<file path="src/rtl/isap_a128_aead_engine_top_assert.svh">
// assertion macros shared by the engine rtl
`ifndef ISAP_A128_AEAD_ENGINE_TOP_ASSERT_SVH
`define ISAP_A128_AEAD_ENGINE_TOP_ASSERT_SVH

// checked only outside reset
`define ISAP_ASSERT(lbl, prop, msg) \
  lbl: assert property (@(posedge clk_i) disable iff (!rst_ni) prop) else $error(msg);

// checked at every edge, reset included
`define ISAP_ASSERT_ALWAYS(lbl, prop, msg) \
  lbl: assert property (@(posedge clk_i) prop) else $error(msg);

`endif

</file>
<file path="src/rtl/isap_pkg.sv">
`timescale 1ns / 1ps
package isap_pkg;

  typedef logic [4:0][63:0] state_t;

  localparam logic [63:0] IV_KE    = 64'h038040010C0C0C0C;
  localparam logic [63:0] IV_KA    = 64'h028040010C0C0C0C;
  localparam logic [63:0] IV_A     = 64'h018040010C0C0C0C;
  localparam logic [63:0] PAD_FULL = 64'h8000000000000000;
  localparam logic [3:0]  MAX_ROUNDS = 4'd12;
  localparam logic [3:0]  LAST_ROUND = 4'd11;

  localparam logic [1:0] KIND_NONCE = 2'd0;
  localparam logic [1:0] KIND_AD    = 2'd1;
  localparam logic [1:0] KIND_MSG   = 2'd2;
  localparam logic [1:0] KIND_TAG   = 2'd3;

  localparam logic [1:0] OUT_BLOCK   = 2'd0;
  localparam logic [1:0] OUT_TAG     = 2'd1;
  localparam logic [1:0] OUT_VERDICT = 2'd2;

  localparam logic [1:0] REG_KEY_HIGH  = 2'd0;
  localparam logic [1:0] REG_KEY_LOW   = 2'd1;
  localparam logic [1:0] REG_DIRECTION = 2'd2;
  localparam logic [1:0] REG_ROUNDS    = 2'd3;

  typedef enum logic [2:0] {
    PH_WAIT, PH_NONCE1, PH_AD, PH_MSG, PH_TAG0, PH_TAG1
  } phase_e;

  typedef enum logic [1:0] {
    SEL_STREAM, SEL_MAC, SEL_SCR
  } sel_e;

  typedef enum logic [3:0] {
    S_IDLE, S_PERM, S_RK_START, S_RK_BIT, S_RK_DONE, S_AD_ABS, S_ABS_LAST,
    S_ABS_PAD, S_ABS_END, S_MSG_START, S_MSG_OUT, S_MSG_ABS, S_TAG0_OUT,
    S_TAG1_OUT, S_VERD
  } fsm_e;

  function automatic logic [63:0] ror64(logic [63:0] x, int n);
    return (x >> n) | (x << (64 - n));
  endfunction

  function automatic logic [63:0] lead_mask(logic [3:0] c);
    logic [63:0] m;
    m = '0;
    for (int i = 0; i < 8; i++) begin
      if (4'(i) < c) m[63 - 8*i -: 8] = 8'hFF;
    end
    return m;
  endfunction

  // 10* padding byte right after the c leading bytes, c below eight
  function automatic logic [63:0] pad_bits(logic [3:0] c);
    logic [63:0] p;
    p = '0;
    for (int i = 0; i < 8; i++) begin
      if (4'(i) == c) p[63 - 8*i] = 1'b1;
    end
    return p;
  endfunction

endpackage

</file>
<file path="src/rtl/isap_a128_aead_engine_top.sv">
`timescale 1ns / 1ps
// one ascon round per cycle on a single shared round unit; each permutation runs min(round_count, 12) rounds
// second nonce word: bitwise re-key plus mac init
// data block: longest when a message piece closes open ad
// last message piece: also runs the mac re-key and, when encrypting (direction 0), both tag words
// the input is not ready while an item is in work; results leave through an output register
// reset (rst_ni low, async) clears control, phase, key and direction, round_count to 12
module isap_a128_aead_engine_top (
  input  logic        clk_i,
  input  logic        rst_ni,
  input  logic        s_axis_tvalid_i,
  output logic        s_axis_tready_o,
  input  logic [71:0] s_axis_tdata_i,  // word[63:0], byte_count[67:64], zero[71:68]
  input  logic [1:0]  s_axis_tuser_i,  // kind[1:0]
  input  logic        s_axis_tlast_i,
  output logic        m_axis_tvalid_o,
  input  logic        m_axis_tready_i,
  output logic [71:0] m_axis_tdata_o,  // out_word[63:0], out_bytes[67:64], tag_ok[68], zero
  output logic [1:0]  m_axis_tuser_o,  // out_kind[1:0]
  output logic        m_axis_tlast_o,
  input  logic        cfg_valid_i,
  output logic        cfg_ready_o,
  input  logic [1:0]  cfg_index_i,
  input  logic [63:0] cfg_data_i
);
  import isap_pkg::*;

  fsm_e   state_q, state_d, ret_q, ret_d;
  phase_e phase_q;
  sel_e   sel_q;

  state_t stream_q, mac_q, scr_q, round_in, round_out;
  logic [63:0] n0_q, n1_q, key_hi_q, key_lo_q;
  logic        dir_q, mism_q, rk_ka_q;
  logic [3:0]  rc_q, nr, rnd_q;
  logic [7:0]  bit_cnt_q;

  logic [1:0]  kind_q;
  logic [63:0] w_q, ct_q, ab_val_q, ab_m;
  logic [3:0]  c_q, ab_cnt_q, in_c;
  logic        fin_q, in_fin;

  logic        m_valid_q, m_last_q, m_ok_q;
  logic [1:0]  m_kind_q;
  logic [63:0] m_word_q;
  logic [3:0]  m_bytes_q;

  logic        acc, out_free, rk_bit;
  logic [127:0] rk_src;
  logic [63:0] msg_res, msg_mask;

  assign nr       = (rc_q > MAX_ROUNDS) ? MAX_ROUNDS : rc_q;
  assign acc      = s_axis_tvalid_i && s_axis_tready_o;
  assign out_free = !m_valid_q || m_axis_tready_i;
  assign in_c     = (s_axis_tdata_i[67:64] > 4'd8) ? 4'd8 : s_axis_tdata_i[67:64];
  assign in_fin   = s_axis_tlast_i || (in_c < 4'd8);
  assign rk_src   = rk_ka_q ? {mac_q[0], mac_q[1]} : {n0_q, n1_q};
  assign rk_bit   = rk_src[7'd127 - bit_cnt_q[6:0]];
  assign msg_mask = lead_mask(c_q);
  assign msg_res  = (w_q ^ stream_q[0]) & msg_mask;
  assign ab_m     = (ab_cnt_q >= 4'd8) ? ab_val_q
                  : ((ab_val_q & lead_mask(ab_cnt_q)) | pad_bits(ab_cnt_q));

  assign s_axis_tready_o = (state_q == S_IDLE);
  assign cfg_ready_o     = 1'b1;
  assign m_axis_tvalid_o = m_valid_q;
  assign m_axis_tdata_o  = {3'b000, m_ok_q, m_bytes_q, m_word_q};
  assign m_axis_tuser_o  = m_kind_q;
  assign m_axis_tlast_o  = m_last_q;

  function automatic fsm_e via_perm(fsm_e r, logic [3:0] n);
    return (n == 4'd0) ? r : S_PERM;
  endfunction

  always_comb begin
    case (sel_q)
      SEL_STREAM: round_in = stream_q;
      SEL_MAC:    round_in = mac_q;
      default:    round_in = scr_q;
    endcase
  end

  isap_round u_round (
    .s_i   (round_in),
    .rnd_i (rnd_q),
    .s_o   (round_out)
  );

  // next state
  always_comb begin
    state_d = state_q;
    ret_d   = ret_q;
    case (state_q)
      S_IDLE: begin
        if (acc) begin
          case (s_axis_tuser_i)
            KIND_NONCE: if (phase_q == PH_NONCE1) state_d = S_RK_START;
            KIND_AD: begin
              if (phase_q == PH_AD) state_d = in_fin ? S_ABS_LAST : S_AD_ABS;
            end
            KIND_MSG: begin
              if (phase_q == PH_AD) state_d = S_ABS_LAST;
              else if (phase_q == PH_MSG) state_d = S_MSG_START;
            end
            default: if (phase_q == PH_TAG1) state_d = S_VERD;
          endcase
        end
      end
      S_PERM: if (rnd_q == LAST_ROUND) state_d = ret_q;
      S_RK_START: begin
        state_d = via_perm(S_RK_BIT, nr);
        ret_d   = S_RK_BIT;
      end
      S_RK_BIT: begin
        if (bit_cnt_q[7]) state_d = S_RK_DONE;
        else begin
          state_d = via_perm(S_RK_BIT, nr);
          ret_d   = S_RK_BIT;
        end
      end
      S_RK_DONE: begin
        if (rk_ka_q && !dir_q) begin
          state_d = via_perm(S_TAG0_OUT, nr);
          ret_d   = S_TAG0_OUT;
        end else begin
          state_d = via_perm(S_IDLE, nr);
          ret_d   = S_IDLE;
        end
      end
      S_AD_ABS: begin
        state_d = via_perm(S_IDLE, nr);
        ret_d   = S_IDLE;
      end
      S_ABS_LAST: begin
        if (ab_cnt_q >= 4'd8) begin
          state_d = via_perm(S_ABS_PAD, nr);
          ret_d   = S_ABS_PAD;
        end else begin
          state_d = via_perm(S_ABS_END, nr);
          ret_d   = S_ABS_END;
        end
      end
      S_ABS_PAD: begin
        state_d = via_perm(S_ABS_END, nr);
        ret_d   = S_ABS_END;
      end
      S_ABS_END: begin
        if (phase_q == PH_AD) state_d = (kind_q == KIND_MSG) ? S_MSG_START : S_IDLE;
        else state_d = S_RK_START;
      end
      S_MSG_START: begin
        if (c_q != 4'd0) begin
          state_d = via_perm(S_MSG_OUT, nr);
          ret_d   = S_MSG_OUT;
        end else state_d = S_MSG_ABS;
      end
      S_MSG_OUT: if (out_free) state_d = S_MSG_ABS;
      S_MSG_ABS: begin
        if (fin_q) state_d = S_ABS_LAST;
        else begin
          state_d = via_perm(S_IDLE, nr);
          ret_d   = S_IDLE;
        end
      end
      S_TAG0_OUT: if (out_free) state_d = S_TAG1_OUT;
      S_TAG1_OUT: if (out_free) state_d = S_IDLE;
      S_VERD:     if (out_free) state_d = S_IDLE;
      default:    state_d = S_IDLE;
    endcase
  end

  always_ff @(posedge clk_i or negedge rst_ni) begin
    if (!rst_ni) begin
      state_q <= S_IDLE;
      ret_q   <= S_IDLE;
    end else begin
      state_q <= state_d;
      ret_q   <= ret_d;
    end
  end

  // configuration registers
  always_ff @(posedge clk_i or negedge rst_ni) begin
    if (!rst_ni) begin
      key_hi_q <= '0;
      key_lo_q <= '0;
      dir_q    <= 1'b0;
      rc_q     <= MAX_ROUNDS;
    end else if (cfg_valid_i && cfg_ready_o) begin
      case (cfg_index_i)
        REG_KEY_HIGH:  key_hi_q <= cfg_data_i;
        REG_KEY_LOW:   key_lo_q <= cfg_data_i;
        REG_DIRECTION: dir_q    <= cfg_data_i[0];
        REG_ROUNDS:    rc_q     <= cfg_data_i[3:0];
        default:       rc_q     <= rc_q;
      endcase
    end
  end

  // output register
  always_ff @(posedge clk_i or negedge rst_ni) begin
    if (!rst_ni) begin
      m_valid_q <= 1'b0;
    end else if (out_free && (state_q == S_MSG_OUT || state_q == S_TAG0_OUT
                 || state_q == S_TAG1_OUT || state_q == S_VERD)) begin
      m_valid_q <= 1'b1;
    end else if (m_axis_tready_i) begin
      m_valid_q <= 1'b0;
    end
  end

  always_ff @(posedge clk_i) begin
    if (out_free) begin
      case (state_q)
        S_MSG_OUT: begin
          m_kind_q <= OUT_BLOCK; m_word_q <= msg_res; m_bytes_q <= c_q;
          m_ok_q <= 1'b0; m_last_q <= 1'b0;
        end
        S_TAG0_OUT: begin
          m_kind_q <= OUT_TAG; m_word_q <= mac_q[0]; m_bytes_q <= 4'd8;
          m_ok_q <= 1'b0; m_last_q <= 1'b0;
        end
        S_TAG1_OUT: begin
          m_kind_q <= OUT_TAG; m_word_q <= mac_q[1]; m_bytes_q <= 4'd8;
          m_ok_q <= 1'b0; m_last_q <= 1'b1;
        end
        S_VERD: begin
          m_kind_q <= OUT_VERDICT; m_word_q <= '0; m_bytes_q <= 4'd0;
          m_ok_q <= !(mism_q || (w_q != mac_q[1])); m_last_q <= 1'b1;
        end
        default: m_ok_q <= m_ok_q;
      endcase
    end
  end

  // control side of the datapath
  always_ff @(posedge clk_i or negedge rst_ni) begin
    if (!rst_ni) begin
      phase_q   <= PH_WAIT;
      mism_q    <= 1'b0;
      rk_ka_q   <= 1'b0;
      bit_cnt_q <= '0;
      rnd_q     <= '0;
      sel_q     <= SEL_STREAM;
    end else begin
      rnd_q <= (state_q == S_PERM) ? rnd_q + 4'd1 : MAX_ROUNDS - nr;
      case (state_q)
        S_IDLE: begin
          if (acc) begin
            case (s_axis_tuser_i)
              KIND_NONCE: begin
                if (phase_q == PH_NONCE1) rk_ka_q <= 1'b0;
                else phase_q <= PH_NONCE1;
              end
              KIND_AD: sel_q <= SEL_MAC;
              KIND_MSG: sel_q <= SEL_MAC;
              default: begin
                if (phase_q == PH_TAG0) begin
                  mism_q  <= (s_axis_tdata_i[63:0] != mac_q[0]);
                  phase_q <= PH_TAG1;
                end
              end
            endcase
          end
        end
        S_RK_START: begin
          sel_q     <= SEL_SCR;
          bit_cnt_q <= '0;
        end
        S_RK_BIT: if (!bit_cnt_q[7]) bit_cnt_q <= bit_cnt_q + 8'd1;
        S_RK_DONE: begin
          sel_q <= SEL_MAC;
          if (!rk_ka_q) begin
            phase_q <= PH_AD;
            mism_q  <= 1'b0;
          end else phase_q <= dir_q ? PH_TAG0 : PH_WAIT;
        end
        S_ABS_END: begin
          if (phase_q == PH_AD) phase_q <= PH_MSG;
          else rk_ka_q <= 1'b1;
        end
        S_MSG_START: sel_q <= SEL_STREAM;
        S_MSG_ABS: sel_q <= SEL_MAC;
        S_VERD: begin
          if (out_free) begin
            mism_q  <= 1'b0;
            phase_q <= PH_WAIT;
          end
        end
        default: sel_q <= sel_q;
      endcase
    end
  end

  // payload side of the datapath
  always_ff @(posedge clk_i or negedge rst_ni) begin
    if (!rst_ni) begin
      stream_q <= '0;
      mac_q    <= '0;
    end else begin
      case (state_q)
        S_PERM: begin
          case (sel_q)
            SEL_STREAM: stream_q <= round_out;
            SEL_MAC:    mac_q    <= round_out;
            default:    scr_q    <= round_out;
          endcase
        end
        S_IDLE: begin
          if (acc) begin
            kind_q <= s_axis_tuser_i;
            w_q    <= s_axis_tdata_i[63:0];
            c_q    <= in_c;
            fin_q  <= in_fin;
            if (s_axis_tuser_i == KIND_NONCE) begin
              if (phase_q == PH_NONCE1) n1_q <= s_axis_tdata_i[63:0];
              else n0_q <= s_axis_tdata_i[63:0];
            end
            if (s_axis_tuser_i == KIND_AD && phase_q == PH_AD) begin
              ab_val_q <= s_axis_tdata_i[63:0];
              ab_cnt_q <= in_c;
            end
            // message while associated data is open: close with an empty padding block
            if (s_axis_tuser_i == KIND_MSG && phase_q == PH_AD) begin
              ab_val_q <= '0;
              ab_cnt_q <= 4'd0;
            end
          end
        end
        S_RK_START: scr_q <= {64'h0, 64'h0, (rk_ka_q ? IV_KA : IV_KE), key_lo_q, key_hi_q};
        S_RK_BIT: if (!bit_cnt_q[7]) scr_q[0][63] <= scr_q[0][63] ^ rk_bit;
        S_RK_DONE: begin
          if (!rk_ka_q) begin
            stream_q <= {n1_q, n0_q, scr_q[2], scr_q[1], scr_q[0]};
            mac_q    <= {64'h0, 64'h0, IV_A, n1_q, n0_q};
          end else begin
            mac_q[0] <= scr_q[0];
            mac_q[1] <= scr_q[1];
          end
        end
        S_AD_ABS:   mac_q[0] <= mac_q[0] ^ w_q;
        S_ABS_LAST: mac_q[0] <= mac_q[0] ^ ab_m;
        S_ABS_PAD:  mac_q[0] <= mac_q[0] ^ PAD_FULL;
        S_ABS_END:  if (phase_q == PH_AD) mac_q[4][0] <= ~mac_q[4][0];
        S_MSG_START: if (c_q == 4'd0) ct_q <= '0;
        S_MSG_OUT: if (out_free) ct_q <= dir_q ? (w_q & msg_mask) : msg_res;
        S_MSG_ABS: begin
          if (fin_q) begin
            ab_val_q <= ct_q;
            ab_cnt_q <= c_q;
          end else mac_q[0] <= mac_q[0] ^ ct_q;
        end
        default: mac_q <= mac_q;
      endcase
    end
  end

  `include "isap_a128_aead_engine_top_assert.svh"

  `ISAP_ASSERT(a_perm_rounds, (state_q == S_PERM) |-> (nr != 4'd0 && rnd_q <= LAST_ROUND), "bad round")
  `ISAP_ASSERT(a_rk_count, (!bit_cnt_q[7] || bit_cnt_q[6:0] == 7'd0), "re-key bit counter past 128")
  `ISAP_ASSERT(a_tag_phase, (state_q == S_TAG0_OUT || state_q == S_TAG1_OUT) |-> (phase_q == PH_WAIT), "tag in open session")
  `ISAP_ASSERT_ALWAYS(a_busy_not_ready, (state_q != S_IDLE) |-> !s_axis_tready_o, "ready while busy")
  `ISAP_ASSERT(a_tag_follows, (state_q == S_TAG0_OUT && out_free) |=> (state_q == S_TAG1_OUT), "tag1 not next")

endmodule

</file>
<file path="src/rtl/isap_round.sv">
`timescale 1ns / 1ps
module isap_round (
  input  isap_pkg::state_t s_i,
  input  logic [3:0]       rnd_i,
  output isap_pkg::state_t s_o
);
  import isap_pkg::*;

  logic [63:0] x0, x1, x2, x3, x4;
  logic [63:0] a0, a1, a2, a3, a4;
  logic [63:0] b0, b1, b2, b3, b4;

  always_comb begin
    x0 = s_i[0];
    x1 = s_i[1];
    x2 = s_i[2] ^ {56'h0, 4'(4'd15 - rnd_i), rnd_i};
    x3 = s_i[3];
    x4 = s_i[4];
    // substitution layer
    x0 = x0 ^ x4;
    x4 = x4 ^ x3;
    x2 = x2 ^ x1;
    a0 = x0 ^ (~x1 & x2);
    a1 = x1 ^ (~x2 & x3);
    a2 = x2 ^ (~x3 & x4);
    a3 = x3 ^ (~x4 & x0);
    a4 = x4 ^ (~x0 & x1);
    b1 = a1 ^ a0;
    b0 = a0 ^ a4;
    b3 = a3 ^ a2;
    b2 = ~a2;
    b4 = a4;
    // linear layer
    s_o[0] = b0 ^ ror64(b0, 19) ^ ror64(b0, 28);
    s_o[1] = b1 ^ ror64(b1, 61) ^ ror64(b1, 39);
    s_o[2] = b2 ^ ror64(b2, 1) ^ ror64(b2, 6);
    s_o[3] = b3 ^ ror64(b3, 10) ^ ror64(b3, 17);
    s_o[4] = b4 ^ ror64(b4, 7) ^ ror64(b4, 41);
  end

endmodule
</file>
<file path="config.mk">
export PLATFORM = sky130hd
export DESIGN_NAME = isap_a128_aead_engine_top
export DESIGN_NICKNAME = d
export VERILOG_FILES = /design/src/rtl/isap_pkg.sv /design/src/rtl/isap_a128_aead_engine_top.sv /design/src/rtl/isap_round.sv
export VERILOG_INCLUDE_DIRS = /design/src /design/src/rtl
export SDC_FILE = /design/constraint.sdc
export NUM_CORES = 2
export LEC_CHECK = 0
export BUFFER_PORTS_ARGS = -buffer_cell sky130_fd_sc_hd__buf_2
export CAP_MARGIN = 5
export CORE_AREA = 2 2 511 412
export DETAILED_ROUTE_END_ITERATION = 6
export DIE_AREA = 0 0 513 414
export PLACE_DENSITY_LB_ADDON = 0.1
export SYNTH_ARGS = -nofsm -noshare
export SYNTH_HDL_FRONTEND = slang
export SYNTH_HIERARCHICAL = 1
export SYNTH_SLANG_ARGS = --single-unit
</file>
<file path="constraint.sdc">
create_clock -name clk_i -period 16.51 [get_ports clk_i]
set_clock_uncertainty 0.15 [all_clocks]
set_input_delay 1.651 -clock clk_i [delete_from_list [all_inputs] [get_ports clk_i]]
set_output_delay 1.651 -clock clk_i [all_outputs]
set_load 0.01 [all_outputs]
</file>
==> PnR_summary.wiki <==
{| class="wikitable"
! Metric !! Value
|-
| Number of flip-flops and latches in the synthesized netlist || between 1,500 and 2,000
|-
| Width of the die || 513 um
|-
| Area of the core || 0.207 mm^2
|-
| Source-to-sink clock delay at the later pin of the worst-skew pair || 860 ps
|-
| Sinks on Clock Net || between 1,500 and 2,000
|-
| Number of max-cap violations || 1
|-
| Post-DRT Antenna Nets || 0
|-
| Run status || finished, violations left
|-
| Std cell rows || 150
|-
| Crit-path slowest cell || sky130_fd_sc_hd__xnor2_1
|-
| Initial standard-cell utilization of the core || 44.8%
|-
| Final sum of negative setup slack || 0 ps
|-
| Async S/R FF share, synth || between 50% and 60%
|-
| Placed Instance Area || a little under 0.1 mm^2
|-
| Count of endpoints failing setup in the final report || 0
|-
| Sequential fraction of the synthesis area || around 45%
|-
| Max frequency || around 150 MHz
|-
| Root Driver || sky130_fd_sc_hd__clkbuf_16
|-
| Worst slew margin relative to its limit || less than 1%
|-
| DRC violation count after routing || 0
|-
| Critical path endpoint category || register
|-
| Vias in the first global route || approximately 67,000
|-
| Hpwl dp || between 300 and 400 mm
|-
| Overall die area || approximately 0.21 mm^2
|-
| Gr usage total || 38.3%
|-
| Critical register-to-register path startpoint || sel_q[0]
|-
| Type of the setup path with the least slack || register to register
|-
| Cell accounting for the most synthesized area || sky130_fd_sc_hd__edfxtp_1
|-
| Post-CTS sizing || 0
|-
| Worst slack, placed || just under 10,000 ps
|-
| CTS tree || built
|-
| Number of optimization iterations in the first detailed-route pass || 7
|-
| Critical path arrival || approximately 7400 ps
|-
| Clock transition at the registers of the reported paths || 60 ps
|-
| Hold Crit Class || register to register
|-
| Largest net degree at the start of global routing || 182
|-
| Initial antenna violation count || 29
|-
| Overflow left after global routing || 0
|-
| Final Max Slew Viols || 0
|-
| Portion of synthesized cell area occupied by the leading cell type || a little under a quarter
|-
| # Post-CTS Setup Buffers || 0
|-
| # IOs || between 200 and 250
|-
| Unique cell type count in the Yosys netlist || 80
|-
| Routed len/inst || between 30 and 40 um
|-
| Post-Syn Instances || 8,762
|-
| Initial detailed-routing violation count || 10,900
|-
| Height of the chip || just over 400 um
|-
| Share of layout cells above drive strength 1 || between 10 and 15%
|-
| Net count of the finished layout || 9,071
|-
| Number of vias after detailed routing || roughly 73,000
|-
| Setup slack of the critical path after layout || just under 10,000 ps
|-
| Final standard cell area without fillers || 0.103 mm^2
|-
| Critical path startpoint category || register
|-
| Beginning of the critical path || sel_q[0]
|-
| I/O Buffers || 215
|-
| Number of synthesized flops with an enable pin || between 700 and 800
|-
| Final standard cell utilization of the core || between 40% and 50%
|-
| Failing checks || capacitance limit
|-
| Area of the mapped netlist || 0.0929 mm^2
|-
| CTS Hold Bufs || 0
|-
| Critical path's largest stage delay || between 900 and 1000 ps
|-
| Required time worst endpoint || between 15,000 and 20,000 ps
|-
| Count of warnings emitted by yosys || 6
|-
| Maximum number of buffers from clock root to sink || 3
|-
| Aggregate routed wire length || around 420 mm
|-
| Crit share post-route || 41.4%
|-
| Slew @ Worst Pin || 1490 ps
|-
| Top cells by area, synth || sky130_fd_sc_hd__edfxtp_1, sky130_fd_sc_hd__dfrtp_1, sky130_fd_sc_hd__nand2_1, sky130_fd_sc_hd__xnor3_1, sky130_fd_sc_hd__xnor2_1
|-
| Number of hold-slack violations in the final timing report || 0
|-
| Area overhead of the layout relative to synthesis || 10.6%
|-
| Post-DR vias/cell || ~6.3
|-
| Critical path, cell by cell || buf_4, buf_12, buf_4, mux2i_1, o21ai_0, ha_1, xnor2_1, xnor2_1, xnor3_1, a222oi_1, o21ai_0
|-
| Worst Min Path Start || mac_q[154]
|-
| Synthesized area per cell || between 10 and 15 um^2
|-
| RSZ-0062 raised after global routing || false
|-
| Weighted congestion reported at the end of routability-driven placement || 1.06
|-
| Minimum period implied by the final worst setup slack || around 7000 ps
|-
| Cts bufs inserted || ~170
|-
| Global-route wire length before repair || around 560 mm
|-
| H-Tree Level Count || 4
|-
| Synth Flop Type || sky130_fd_sc_hd__dfrtp_1
|-
| Biggest fanout along the worst timing path || 86
|}
cell usage after synthesis (all sizes together) (19+ instances only):
library cell and count:
o21ai 492, xnor3 216, xor2 141, a22oi 36, a211oi 70, clkbuf 359
edfxtp 723, a222oi 61, a21oi 77, nand4 27, nand2b 26, nand3 21
buf 184, nor3 28, and2 203, a31oi 395, ha 136, dfrtp 799
xnor2 763, nor4 19, o22ai 92, mux2i 409, nand2 1842, nor2 533
a221oi 27, maj3 63, a22o 213, inv 237, mux2 196, nor2b 147
xor3 40, mux4 61
critical path: cells and delay by family, from the launching register on:
kind                     cells  cell delay [ps]
buffers and inverters        3             1950
XOR/XNOR                     3             1760
AO/OA/AOI/OAI                3             1180
flip-flops                   1              750
adder cells (fa/ha/maj)      1              340
multiplexers                 1              140
flip-flops by register name, summed over array words and instances (netlist names), 3 cells and up:
register   flops
n1_q          64
scr_q        320
m_word_q      64
key_lo_q      64
rc_q           4
mac_q        320
c_q            4
ab_cnt_q       4
ct_q          64
ab_val_q      64
state_q        4
rnd_q          4
key_hi_q      64
phase_q        3
stream_q     320
bit_cnt_q      8
w_q           64
m_bytes_q      4
ret_q          4
n0_q          64
through the flow:
step           std cells  hold slack (ps)
2_1_floorplan       8764              297
3_3_place_gp       11400              322
3_5_place_dp       11400              330
4_1_cts            11700              343
5_1_grt            11700              355
6_report           11700              338
layer usage:
layer / share of wire, % / global-route usage [%] / vias to the layer above
li1: - / - / 30800
met1: 39 / 51.6 / 37500
met2: 42 / 54.5 / 4427
met3: 13 / 12.7 / 757
met4: 6.5 / 20.2 / 10
met5: 0.033 / 0 / -
layout make-up:
| class | count | area (um^2) |
|---|---|---|
| sequential | 1524 | 41800 |
| antenna | 14 | 35.0 |
| inverter | 237 | 890 |
| clock buffer | 263 | 5080 |
| timing repair buffer | 395 | 2590 |
| multi-input combinational | 6460 | 48300 |
| tap | 2736 | 3420 |
| fill | 19000 | 105000 |
| clock inverter | 59 | 716 |
cell families (layout without fill, tap and decap cells):
kind of cell	count (synthesis)	after routing	share of synthesized area (%)
AO/OA/AOI/OAI	1557	1557	11.0
XOR/XNOR	1160	1160	16.8
adder cells (fa/ha/maj)	199	199	2.57
buffers and inverters	780	954	3.45
flip-flops	1524	1524	44.9
multiplexers	666	666	8.33
other	2	18	0.00808
AND/OR/NAND/NOR	2874	2874	12.9
cells in the final DEF, fill, tap and decap left out, drive strengths merged, types with 17 or more instances in the layout:
cell and instances:
and2 203, maj3 63, xor3 40, nand4 27, a222oi 61, mux4 61
a221oi 27, nand2 1842, a22o 213, mux2i 409, xnor3 216, nor2b 147
clkinv 41, buf 395, nor2 533, ha 136, xnor2 763, edfxtp 723
clkbuf 263, inv 246, a31oi 395, nand3 21, mux2 196, nand2b 26
a22oi 36, nor3 28, o22ai 92, dfrtp 799, a211oi 70, xor2 141
a21oi 77, o21ai 492, nor4 19, a21o 17
worst paths after layout:
kind	endpoint	slack, ps	depth (start not counted)
setup reg to reg	mac_q[4]	9680	11
hold reg to reg	mac_q[154]	340	1
min in group asynchronous	state_q[2]	570	1
setup / recovery	mac_q[4]	9680	11
hold / removal	mac_q[154]	340	1
max in group asynchronous	mac_q[170]	11820	5
Power is left out: the tool's default activity adds up to more than one toggle a clock period on the data nets, which glitch-free logic cannot reach.
